## src/design/sflc_pkg.sv

```systemverilog
`default_nettype none
// ----------------------------------------------------------------------------
// sflc_pkg: shared types and codes for the sorted free list coalescer
// Operation and status codes, cell command type and control state type.
// ----------------------------------------------------------------------------
package sflc_pkg;

   localparam int OPCODE_BITS    = 2;
   localparam int FIELD_BITS     = 32;
   localparam int STATUS_BITS    = 2;
   localparam int COUNT_OUT_BITS = 5;
   localparam int JOINS_OUT_BITS = 4;

   localparam logic [OPCODE_BITS-1:0] OP_INSERT   = 2'd0;
   localparam logic [OPCODE_BITS-1:0] OP_DELETE   = 2'd1;
   localparam logic [OPCODE_BITS-1:0] OP_COALESCE = 2'd2;

   localparam logic [STATUS_BITS-1:0] ST_OK      = 2'd0;
   localparam logic [STATUS_BITS-1:0] ST_FULL    = 2'd1;
   localparam logic [STATUS_BITS-1:0] ST_MISSING = 2'd2;

   typedef enum logic [2:0] {
      CELL_HOLD,
      CELL_INSERT,
      CELL_DELETE,
      CELL_SHIFT,
      CELL_PLACE
   } cell_op_type;

   typedef struct packed {
      cell_op_type op;
      logic        valid;
      logic        wsel;
      logic        prev_lt;
   } cell_ctl_type;

   typedef enum logic [1:0] {
      FSM_IDLE,
      FSM_COAL,
      FSM_PLACE
   } fsm_state_type;

endpackage
`default_nettype wire

```

## src/design/sflc_if.sv

```systemverilog
`default_nettype none
// ----------------------------------------------------------------------------
// sflc_if: request and response channels
// Valid/ready channels; a transfer happens when valid and ready are both high.
// ----------------------------------------------------------------------------
interface sflc_req_if;
   import sflc_pkg::*;
   logic                   valid;
   logic                   ready;
   logic [OPCODE_BITS-1:0] opcode;
   logic [FIELD_BITS-1:0]  block_start;
   logic [FIELD_BITS-1:0]  block_size;
   modport source (output valid, opcode, block_start, block_size, input ready);
   modport sink   (input valid, opcode, block_start, block_size, output ready);
endinterface

interface sflc_rsp_if;
   import sflc_pkg::*;
   logic                      valid;
   logic                      ready;
   logic [STATUS_BITS-1:0]    status;
   logic [COUNT_OUT_BITS-1:0] free_count;
   logic [JOINS_OUT_BITS-1:0] joins_made;
   modport source (output valid, status, free_count, joins_made, input ready);
   modport sink   (input valid, status, free_count, joins_made, output ready);
endinterface
`default_nettype wire

```

## src/design/sflc_cell.sv

```systemverilog
`default_nettype none
// ----------------------------------------------------------------------------
// sflc_cell: one entry of the ordered free block chain
// Holds a start and size; shifts from either neighbor or loads a new block.
// ----------------------------------------------------------------------------
module sflc_cell #(
   parameter int ADDR_BITS = 32
) (
   input  wire                       clock,
   input  sflc_pkg::cell_ctl_type    ctl,
   input  wire  [ADDR_BITS-1:0]      key_start,
   input  wire  [ADDR_BITS-1:0]      key_size,
   input  wire  [ADDR_BITS-1:0]      prev_start,
   input  wire  [ADDR_BITS-1:0]      prev_size,
   input  wire  [ADDR_BITS-1:0]      next_start,
   input  wire  [ADDR_BITS-1:0]      next_size,
   output logic [ADDR_BITS-1:0]      cell_start,
   output logic [ADDR_BITS-1:0]      cell_size,
   output logic                      lt,
   output logic                      eq
);
   import sflc_pkg::*;

   logic [ADDR_BITS-1:0] start_ff, start_in;
   logic [ADDR_BITS-1:0] size_ff, size_in;

   assign lt = ctl.valid && (start_ff < key_start);
   assign eq = ctl.valid && (start_ff == key_start);

   always_comb begin
      start_in = start_ff;
      size_in  = size_ff;
      unique case (ctl.op)
         CELL_HOLD: begin
         end
         CELL_INSERT: begin
            if (!lt) begin
               if (ctl.prev_lt) begin
                  start_in = key_start;
                  size_in  = key_size;
               end else begin
                  start_in = prev_start;
                  size_in  = prev_size;
               end
            end
         end
         CELL_DELETE: begin
            if (!lt) begin
               start_in = next_start;
               size_in  = next_size;
            end
         end
         CELL_SHIFT: begin
            if (ctl.wsel) begin
               start_in = key_start;
               size_in  = key_size;
            end else begin
               start_in = next_start;
               size_in  = next_size;
            end
         end
         CELL_PLACE: begin
            if (ctl.wsel) begin
               start_in = key_start;
               size_in  = key_size;
            end
         end
         default: begin
         end
      endcase
   end

   always_ff @(posedge clock) begin
      start_ff <= start_in;
      size_ff  <= size_in;
   end

   assign cell_start = start_ff;
   assign cell_size  = size_ff;

endmodule
`default_nettype wire

```

## src/design/sorted_free_list_coalescer_top.sv

```systemverilog
`default_nettype none
// ----------------------------------------------------------------------------
// sorted_free_list_coalescer_top: address-ordered free block table
// Insert, delete by start and a coalescing pass over a chain of cells.
// ----------------------------------------------------------------------------
// Insert, delete and no-op: result registered on the output, or in the pending slot while the output is busy.
// Coalesce on N >= 2 entries: one entry popped from the head of the chain per
// cycle plus a final placement; fewer entries return a result without a pass.
// A result waiting on the output does not block the next transfer (one slot).
// Reset (synchronous) empties the table; entry contents are not cleared.
module sorted_free_list_coalescer_top #(
   parameter int ENTRIES   = 16,
   parameter int ADDR_BITS = 32
) (
   input wire          clock,
   input wire          reset,
   sflc_req_if.sink    req_bus,
   sflc_rsp_if.source  rsp_bus
);
   import sflc_pkg::*;

   localparam int IDX_BITS = $clog2(ENTRIES);
   localparam int CNT_BITS = $clog2(ENTRIES + 1);

   logic [ADDR_BITS-1:0] cell_start [ENTRIES];
   logic [ADDR_BITS-1:0] cell_size  [ENTRIES];
   logic [ENTRIES-1:0]   cell_lt;
   logic [ENTRIES-1:0]   cell_eq;

   fsm_state_type        state_ff, state_in;
   logic [CNT_BITS-1:0]  count_ff, count_in;
   logic [IDX_BITS-1:0]  rem_ff, rem_in;
   logic [IDX_BITS-1:0]  tail_ff, tail_in;
   logic [IDX_BITS-1:0]  joins_ff, joins_in;
   logic [ADDR_BITS-1:0] acc_start_ff, acc_start_in;
   logic [ADDR_BITS-1:0] acc_size_ff, acc_size_in;

   logic                      rsp_valid_ff, rsp_valid_in;
   logic [STATUS_BITS-1:0]    rsp_status_ff, rsp_status_in;
   logic [COUNT_OUT_BITS-1:0] rsp_count_ff, rsp_count_in;
   logic [JOINS_OUT_BITS-1:0] rsp_joins_ff, rsp_joins_in;
   logic                      pend_valid_ff, pend_valid_in;
   logic [STATUS_BITS-1:0]    pend_status_ff, pend_status_in;
   logic [COUNT_OUT_BITS-1:0] pend_count_ff, pend_count_in;
   logic [JOINS_OUT_BITS-1:0] pend_joins_ff, pend_joins_in;

   logic                      res_valid;
   logic [STATUS_BITS-1:0]    res_status;
   logic [IDX_BITS-1:0]       res_joins;
   logic [COUNT_OUT_BITS-1:0] res_count;
   logic [CNT_BITS+COUNT_OUT_BITS-1:0] count_wide;
   logic [IDX_BITS+JOINS_OUT_BITS-1:0] joins_wide;

   cell_op_type          cell_op;
   logic                 wsel_en;
   logic [IDX_BITS-1:0]  wsel_idx;
   logic                 use_acc;
   logic [ADDR_BITS-1:0] key_start, key_size;
   logic [ADDR_BITS-1:0] req_start, req_size;
   logic [ADDR_BITS+FIELD_BITS-1:0] start_wide, size_wide;

   logic                 accept;
   logic                 full, found, touch;
   logic [ADDR_BITS:0]   end_sum, size_sum;
   logic [ADDR_BITS-1:0] merged_size;

   assign start_wide = {{ADDR_BITS{1'b0}}, req_bus.block_start};
   assign size_wide  = {{ADDR_BITS{1'b0}}, req_bus.block_size};
   assign req_start  = start_wide[ADDR_BITS-1:0];
   assign req_size   = size_wide[ADDR_BITS-1:0];

   assign key_start = use_acc ? acc_start_ff : req_start;
   assign key_size  = use_acc ? acc_size_ff  : req_size;

   assign full  = (count_ff == CNT_BITS'(ENTRIES));
   assign found = |cell_eq;

   assign end_sum     = {1'b0, acc_start_ff} + {1'b0, acc_size_ff};
   assign touch       = (end_sum == {1'b0, cell_start[0]});
   assign size_sum    = {1'b0, acc_size_ff} + {1'b0, cell_size[0]};
   assign merged_size = size_sum[ADDR_BITS] ? '1 : size_sum[ADDR_BITS-1:0];

   assign req_bus.ready = (state_ff == FSM_IDLE) && !pend_valid_ff;
   assign accept        = req_bus.valid && req_bus.ready;

   for (genvar i = 0; i < ENTRIES; i++) begin : g_cell
      cell_ctl_type         ctl;
      logic                 prev_lt;
      logic [ADDR_BITS-1:0] prev_start, prev_size, next_start, next_size;

      if (i == 0) begin : g_first
         assign prev_lt    = 1'b1;
         assign prev_start = key_start;
         assign prev_size  = key_size;
      end else begin : g_mid
         assign prev_lt    = cell_lt[i-1];
         assign prev_start = cell_start[i-1];
         assign prev_size  = cell_size[i-1];
      end

      if (i == ENTRIES - 1) begin : g_last
         assign next_start = cell_start[i];
         assign next_size  = cell_size[i];
      end else begin : g_inner
         assign next_start = cell_start[i+1];
         assign next_size  = cell_size[i+1];
      end

      assign ctl = '{op:      cell_op,
                     valid:   (CNT_BITS'(i) < count_ff),
                     wsel:    wsel_en && (IDX_BITS'(i) == wsel_idx),
                     prev_lt: prev_lt};

      sflc_cell #(
         .ADDR_BITS (ADDR_BITS)
      ) u_cell (
         .clock      (clock),
         .ctl        (ctl),
         .key_start  (key_start),
         .key_size   (key_size),
         .prev_start (prev_start),
         .prev_size  (prev_size),
         .next_start (next_start),
         .next_size  (next_size),
         .cell_start (cell_start[i]),
         .cell_size  (cell_size[i]),
         .lt         (cell_lt[i]),
         .eq         (cell_eq[i])
      );
   end

   always_comb begin
      state_in     = state_ff;
      count_in     = count_ff;
      rem_in       = rem_ff;
      tail_in      = tail_ff;
      joins_in     = joins_ff;
      acc_start_in = acc_start_ff;
      acc_size_in  = acc_size_ff;
      cell_op      = CELL_HOLD;
      wsel_en      = 1'b0;
      wsel_idx     = '0;
      use_acc      = 1'b0;
      res_valid    = 1'b0;
      res_status   = ST_OK;
      res_joins    = '0;
      unique case (state_ff)
         FSM_IDLE: begin
            if (accept) begin
               unique case (req_bus.opcode)
                  OP_INSERT: begin
                     res_valid = 1'b1;
                     if (full) begin
                        res_status = ST_FULL;
                     end else begin
                        cell_op  = CELL_INSERT;
                        count_in = count_ff + CNT_BITS'(1);
                     end
                  end
                  OP_DELETE: begin
                     res_valid = 1'b1;
                     if (found) begin
                        cell_op  = CELL_DELETE;
                        count_in = count_ff - CNT_BITS'(1);
                     end else begin
                        res_status = ST_MISSING;
                     end
                  end
                  OP_COALESCE: begin
                     if (count_ff < CNT_BITS'(2)) begin
                        res_valid = 1'b1;
                     end else begin
                        cell_op      = CELL_SHIFT;
                        acc_start_in = cell_start[0];
                        acc_size_in  = cell_size[0];
                        rem_in       = IDX_BITS'(count_ff - CNT_BITS'(1));
                        tail_in      = IDX_BITS'(count_ff - CNT_BITS'(1));
                        joins_in     = '0;
                        state_in     = FSM_COAL;
                     end
                  end
                  default: begin
                     res_valid = 1'b1;
                  end
               endcase
            end
         end
         FSM_COAL: begin
            cell_op = CELL_SHIFT;
            use_acc = 1'b1;
            if (touch) begin
               acc_size_in = merged_size;
               tail_in     = tail_ff - IDX_BITS'(1);
               joins_in    = joins_ff + IDX_BITS'(1);
            end else begin
               wsel_en      = 1'b1;
               wsel_idx     = tail_ff - IDX_BITS'(1);
               acc_start_in = cell_start[0];
               acc_size_in  = cell_size[0];
            end
            rem_in = rem_ff - IDX_BITS'(1);
            if (rem_ff == IDX_BITS'(1)) begin
               state_in = FSM_PLACE;
            end
         end
         FSM_PLACE: begin
            cell_op   = CELL_PLACE;
            use_acc   = 1'b1;
            wsel_en   = 1'b1;
            wsel_idx  = tail_ff;
            count_in  = CNT_BITS'(tail_ff) + CNT_BITS'(1);
            res_valid = 1'b1;
            res_joins = joins_ff;
            state_in  = FSM_IDLE;
         end
         default: begin
            state_in = FSM_IDLE;
         end
      endcase
   end

   assign count_wide = {{COUNT_OUT_BITS{1'b0}}, count_in};
   assign joins_wide = {{JOINS_OUT_BITS{1'b0}}, res_joins};
   assign res_count  = count_wide[COUNT_OUT_BITS-1:0];

   always_comb begin
      rsp_valid_in   = rsp_valid_ff;
      rsp_status_in  = rsp_status_ff;
      rsp_count_in   = rsp_count_ff;
      rsp_joins_in   = rsp_joins_ff;
      pend_valid_in  = pend_valid_ff;
      pend_status_in = pend_status_ff;
      pend_count_in  = pend_count_ff;
      pend_joins_in  = pend_joins_ff;
      if (!rsp_valid_ff || rsp_bus.ready) begin
         if (pend_valid_ff) begin
            rsp_valid_in  = 1'b1;
            rsp_status_in = pend_status_ff;
            rsp_count_in  = pend_count_ff;
            rsp_joins_in  = pend_joins_ff;
            pend_valid_in = 1'b0;
         end else begin
            rsp_valid_in  = res_valid;
            rsp_status_in = res_status;
            rsp_count_in  = res_count;
            rsp_joins_in  = joins_wide[JOINS_OUT_BITS-1:0];
         end
      end else if (res_valid) begin
         pend_valid_in  = 1'b1;
         pend_status_in = res_status;
         pend_count_in  = res_count;
         pend_joins_in  = joins_wide[JOINS_OUT_BITS-1:0];
      end
   end

   always_ff @(posedge clock) begin
      if (reset) begin
         state_ff      <= FSM_IDLE;
         count_ff      <= '0;
         rsp_valid_ff  <= 1'b0;
         pend_valid_ff <= 1'b0;
      end else begin
         state_ff      <= state_in;
         count_ff      <= count_in;
         rsp_valid_ff  <= rsp_valid_in;
         pend_valid_ff <= pend_valid_in;
      end
   end

   always_ff @(posedge clock) begin
      rem_ff         <= rem_in;
      tail_ff        <= tail_in;
      joins_ff       <= joins_in;
      acc_start_ff   <= acc_start_in;
      acc_size_ff    <= acc_size_in;
      rsp_status_ff  <= rsp_status_in;
      rsp_count_ff   <= rsp_count_in;
      rsp_joins_ff   <= rsp_joins_in;
      pend_status_ff <= pend_status_in;
      pend_count_ff  <= pend_count_in;
      pend_joins_ff  <= pend_joins_in;
   end

   assign rsp_bus.valid      = rsp_valid_ff;
   assign rsp_bus.status     = rsp_status_ff;
   assign rsp_bus.free_count = rsp_count_ff;
   assign rsp_bus.joins_made = rsp_joins_ff;

   a_count_bound: assert property (@(posedge clock) disable iff (reset)
      count_ff <= CNT_BITS'(ENTRIES))
      else $error("entry count beyond table depth");

   a_pend_behind_rsp: assert property (@(posedge clock) disable iff (reset)
      pend_valid_ff |-> rsp_valid_ff)
      else $error("pending result without an occupied output");

   a_coal_rem: assert property (@(posedge clock) disable iff (reset)
      (state_ff == FSM_COAL) |-> (rem_ff != '0))
      else $error("coalesce pass with nothing left to pop");

   a_tail_in_range: assert property (@(posedge clock) disable iff (reset)
      (state_ff != FSM_IDLE) |-> (CNT_BITS'(tail_ff) < count_ff))
      else $error("coalesce write pointer outside the table");

   a_coal_done: assert property (@(posedge clock) disable iff (reset)
      (state_ff == FSM_PLACE) |=> (state_ff == FSM_IDLE) && rsp_valid_ff)
      else $error("coalesce pass ended without a result");

endmodule
`default_nettype wire

```

## src/flat_wrapper.sv

```systemverilog
// flat-port wrapper written by rule: the top's interface ports become plain ports
module sorted_free_list_coalescer_top_flat import sflc_pkg::*;
#(
   parameter int ENTRIES   = 16,
   parameter int ADDR_BITS = 32
)
  (clock, reset, req_bus_valid, req_bus_opcode, req_bus_block_start, req_bus_block_size, req_bus_ready, rsp_bus_valid, rsp_bus_status, rsp_bus_free_count, rsp_bus_joins_made, rsp_bus_ready);
  sflc_req_if req_bus_i ();
  sflc_rsp_if rsp_bus_i ();
  input wire clock;
  input wire reset;
  input wire logic [$bits(req_bus_i.valid)-1:0] req_bus_valid;
  input wire logic [$bits(req_bus_i.opcode)-1:0] req_bus_opcode;
  input wire logic [$bits(req_bus_i.block_start)-1:0] req_bus_block_start;
  input wire logic [$bits(req_bus_i.block_size)-1:0] req_bus_block_size;
  output wire logic [$bits(req_bus_i.ready)-1:0] req_bus_ready;
  output wire logic [$bits(rsp_bus_i.valid)-1:0] rsp_bus_valid;
  output wire logic [$bits(rsp_bus_i.status)-1:0] rsp_bus_status;
  output wire logic [$bits(rsp_bus_i.free_count)-1:0] rsp_bus_free_count;
  output wire logic [$bits(rsp_bus_i.joins_made)-1:0] rsp_bus_joins_made;
  input wire logic [$bits(rsp_bus_i.ready)-1:0] rsp_bus_ready;
  assign req_bus_i.valid = req_bus_valid;
  assign req_bus_i.opcode = req_bus_opcode;
  assign req_bus_i.block_start = req_bus_block_start;
  assign req_bus_i.block_size = req_bus_block_size;
  assign req_bus_ready = req_bus_i.ready;
  assign rsp_bus_valid = rsp_bus_i.valid;
  assign rsp_bus_status = rsp_bus_i.status;
  assign rsp_bus_free_count = rsp_bus_i.free_count;
  assign rsp_bus_joins_made = rsp_bus_i.joins_made;
  assign rsp_bus_i.ready = rsp_bus_ready;
  sorted_free_list_coalescer_top #(.ENTRIES(ENTRIES), .ADDR_BITS(ADDR_BITS)) u_core (.clock(clock), .reset(reset), .req_bus(req_bus_i), .rsp_bus(rsp_bus_i));
endmodule
```

## config.mk

```make
export PLATFORM = sky130hd
export DESIGN_NAME = sorted_free_list_coalescer_top_flat
export DESIGN_NICKNAME = d
export VERILOG_FILES = /design/src/design/sflc_pkg.sv /design/src/design/sflc_if.sv /design/src/design/sflc_cell.sv /design/src/design/sorted_free_list_coalescer_top.sv /design/src/flat_wrapper.sv
export SDC_FILE = /design/constraint.sdc
export NUM_CORES = 2
export LEC_CHECK = 0
export ABC_AREA = 1
export BUFFER_PORTS_ARGS = -buffer_cell sky130_fd_sc_hd__buf_4
export CAP_MARGIN = 40
export CELL_PAD_IN_SITES_DETAIL_PLACEMENT = 1
export CELL_PAD_IN_SITES_GLOBAL_PLACEMENT = 1
export CORE_MARGIN = 2
export CORE_UTILIZATION = 48
export CTS_CLUSTER_DIAMETER = 200
export DETAILED_ROUTE_END_ITERATION = 10
export MAX_ROUTING_LAYER = met4
export PLACE_DENSITY_LB_ADDON = 0.1
export SLEW_MARGIN = 15
export SYNTH_ARGS = -nofsm -noshare
export SYNTH_HDL_FRONTEND = slang
export SYNTH_SLANG_ARGS = --single-unit
```

## constraint.sdc

```tcl
create_clock -name clock -period 13.3 [get_ports clock]
set_clock_uncertainty 0.1 [all_clocks]
set_input_delay 0.665 -clock clock [delete_from_list [all_inputs] [get_ports clock]]
set_output_delay 0.665 -clock clock [all_outputs]
set_load 0.02 [all_outputs]
```

==> flow_summary_export.csv <==
group,metric,value,unit
outcome,status,"finished, final reports clean",
logic_synthesis,synth_area_leaders,"edfxtp_1 34%, nand3_1 14%, nand2_1 13%, o21ai_0 8.4%, ha_1 7.5%",
timing,slew_violations,0,
logic_synthesis,post_synth_xor_area_fraction,0.496,%
floorplanning,die_h,457,µm
worst_setup_path,path_max_fanout,66,
timing,final-setup-viol-count,0,
global_route,first_global_vias,114000,
logic_synthesis,synth-edff-count,1122,
min_path,timing.hold.worst.class,"primary input to flip-flop",
worst_setup_path,worst-setup-path-type,"flip-flop to flip-flop",
global_route,grt_antenna_before_repair,24,
logic_synthesis,synth.mux.area_fraction,0,%
logic_synthesis,synth_flop_cell,"edfxtp_1",
timing,final.min_clock_period,10.07,ns
detailed_routing,antenna_violating_nets_post_route,0,
logic_synthesis,syn-cell-area,98300,µm²
floorplanning,design.core.area,204000,µm²
logic_synthesis,ys_top_cells_by_count,"3288 x nand2_1, 2681 x nand3_1, 1658 x o21ai_0, 1407 x inv_1, 1122 x edfxtp_1",
floorplanning,initial_core_utilization,48.1,%
worst_setup_path,crit_slowest_cell,"clkinv_1",
clocking,cts.reportedPaths.clkPinSlew,0.06,ns
logic_synthesis,synth-simple-area-share,34.3,%
clocking,postcts_resize_cnt,0,
logic_synthesis,synth_top_family_by_area,"simple AND/OR/NAND/NOR gates",
timing,hold_viol_final,0,
worst_setup_path,startpoint_type,"flip-flop",
logic_synthesis,synthesis.instances,14000,
worst_setup_path,cp_common_cell,"buf_4",
detailed_routing,number_of_drc_violations_after_detailed_routing_iteration_0,16500,
placed_design,port-buffer-count,82,
global_route,global_route.usage.total,50.3,%
timing,rsz0062_at_grt,"no",
detailed_routing,route.detailed.vias_per_inst,6.96,
clocking,postCtsSetupBuffers,0,
placed_design,dpl.hpwl,343000,µm
logic_synthesis,ys_ff_latch,1131,
final_layout,utilization_after_layout,52.4,%
worst_setup_path,critPathMaxStageDelay,0.80,ns
worst_setup_path,critical_path_arrival,10.47,ns
timing,setup-tns-final,0,ns
detailed_routing,routedWlPerCell,32.3,µm
logic_synthesis,yosys_warns,0,
clocking,cts_num_sinks,1131,
timing,max_freq,99.3,MHz
clocking,cts_buffer_depth,3,
clocking,postCtsHoldBufs,1,
worst_setup_path,timing.critical_path.buf_inv,9,
global_route,largest_net_degree_at_the_start_of_global_routing,208,
clocking,insertion_delay,0.88,ns
detailed_routing,detail_route.first_pass.iterations,7,
detailed_routing,drcViolationCount,0,
logic_synthesis,synthMostInstantiatedCell,"nand2_1",
detailed_routing,detailroute.via_count,113000,
timing,slew-limit-headroom,12.5,%
placed_design,place_congestion,1.05,
logic_synthesis,synth-compound-area-share,12.8,%
final_layout,design.final.nets,14100,
floorplanning,placement_rows,166,
worst_setup_path,worst_path_dominant_cell_family,"buffers and inverters",
clocking,cts_tree,"done",
logic_synthesis,synthesis.area_per_instance,7.00,µm²
detailed_routing,routed_wl,526000,µm
global_route,grt_first_pass_wirelength,764000,µm
worst_setup_path,timing.critical_path.to_type,"flip-flop",
final_layout,final_layout_size_suffix_gt1_share,5.99,%
floorplanning,io-pin-count,83,
clocking,maximum_level_of_the_cts_h_tree,4,
logic_synthesis,synth-adder-area-share,7.55,%
clocking,cts_made_buffers,148,
timing,post-route-period-util,75.7,%
logic_synthesis,yosys.cell_types.count,61,
worst_setup_path,worst_path_required,13.70,ns
logic_synthesis,async_flop_share,0,%
final_layout,layout-area-overhead-vs-synth,8.83,%
global_route,gr-total-overflow,0,
logic_synthesis,postSynthNetCount,14700,
logic_synthesis,area_share_of_the_largest_cell_type_after_synthesis,34.3,%
clocking,root_buffer,"clkbuf_16",
logic_synthesis,yosysSeqAreaShare,34.5,%
timing,tightestPinTransition,1.31,ns
logic_synthesis,yosysTopAreaCell,"edfxtp_1",
floorplanning,floorplan.die_area,208000,µm²
run,max_cap_viol_count,0,
final_layout,n_fill_cell,25900,
floorplanning,floorplan.die.width,457,µm
[worst min-delay path: cells and delay by family]
family	cells	cell delay [ns]
buffers and inverters	2	0.13
AND/OR/NAND/NOR	2	0.13
[layer usage]
layer  track usage (%)  share of wire, %  vias up
met5                 -                 0        -
met4              38.0               9.1        0
met3              12.4                12     2256
met2              73.0                43     8190
met1              60.3                37    55800
li1                  -                 -    47200
[metrics by stage]
| stage | setup slack (ns) | cells | area (µm²) | hold slack, ns |
|---|---|---|---|---|
| global route | 3.08 | 16300 | 107000 | 0.0385 |
| floorplan | 4.06 | 14000 | 98300 | 0.380 |
| global placement | 3.75 | 15900 | 101000 | 0.416 |
| finish | 3.23 | 16300 | 107000 | 0.0132 |
| detailed placement | 3.62 | 16000 | 102000 | 0.411 |
| CTS | 3.62 | 16200 | 107000 | 0.00914 |
[layout by cell type, fill, tap and decap left out, drive strengths merged, types with 8 or more instances in the layout]
| cell | count |
|---|---|
| inv | 1419 |
| a22oi | 66 |
| diode | 28 |
| clkbuf | 194 |
| clkinv | 90 |
| xnor2 | 29 |
| a31oi | 10 |
| nand3b | 426 |
| a221oi | 8 |
| nor4 | 28 |
| or2 | 36 |
| nand4 | 467 |
| a21oi | 363 |
| nor2 | 306 |
| o211ai | 100 |
| a211oi | 21 |
| nor3 | 31 |
| o21ai | 1727 |
| o2111ai | 11 |
| dfxtp | 9 |
| xor2 | 24 |
| nand2 | 3290 |
| o21bai | 10 |
| buf | 450 |
| edfxtp | 1122 |
| ha | 590 |
| nand3 | 2683 |
| o221ai | 10 |
[sequential cells by signal, indices dropped and copies added, names as in the netlist]
signal                           count
u_core.g_cell.u_cell.cell_size     512
u_core.pend_valid_ff                 1
u_core.acc_size_ff                  32
u_core.rsp_bus.status                2
u_core.rsp_bus.valid                 1
u_core.joins_ff                      4
u_core.rsp_bus.joins_made            4
u_core.pend_count_ff                 5
u_core.acc_start_ff                 32
u_core.tail_ff                       4
u_core.rem_ff                        4
u_core.pend_status_ff                2
u_core.state_ff                      2
u_core.pend_joins_ff                 4
u_core.count_ff                      5
u_core.rsp_bus.free_count            5
u_core.g_cell.u_cell.cell_start    512
[logic make-up (layout without fill, tap and decap cells)]
logic type      Yosys count  in the layout
simple gates           7278           7278
buf+inv                2628           2163
compound gates         2359           2359
flops                  1131           1131
fa+ha+maj               592            592
xor+xnor                 54             54
other cells               0             28
[final timing paths]
check | startpoint | end | slack (ns) | depth (start not counted)
worst min register to register | u_core.g_cell[0].u_cell.cell_start[9] | u_core.acc_start_ff[9] | 0.43 | 0
worst max-delay path | u_core.state_ff[0] | u_core.g_cell[5].u_cell.cell_start[22] | 3.23 | 27
worst max register to register | u_core.state_ff[0] | u_core.g_cell[5].u_cell.cell_start[22] | 3.23 | 27
worst min-delay path | rsp_bus_ready | u_core.pend_valid_ff | 0.01 | 4
[area by class of cell]
| cell class | instances | area (µm²) | share of cell area, % |
|---|---|---|---|
| Antenna cell | 28 | 70.1 | 0.0655 |
| Clock buffer | 189 | 3940 | 3.69 |
| Clock inverter | 74 | 596 | 0.557 |
| Inverter | 1443 | 5430 | 5.08 |
| Multi-Input combinational cell | 10300 | 55000 | 51.4 |
| Sequential cell | 1131 | 33900 | 31.7 |
| Tap cell | 2688 | 3360 | 3.14 |
| Timing Repair Buffer | 457 | 4730 | 4.43 |
Power is not shown: default switching activity piles up to over one toggle a cycle in this logic, so the estimate is an artifact.
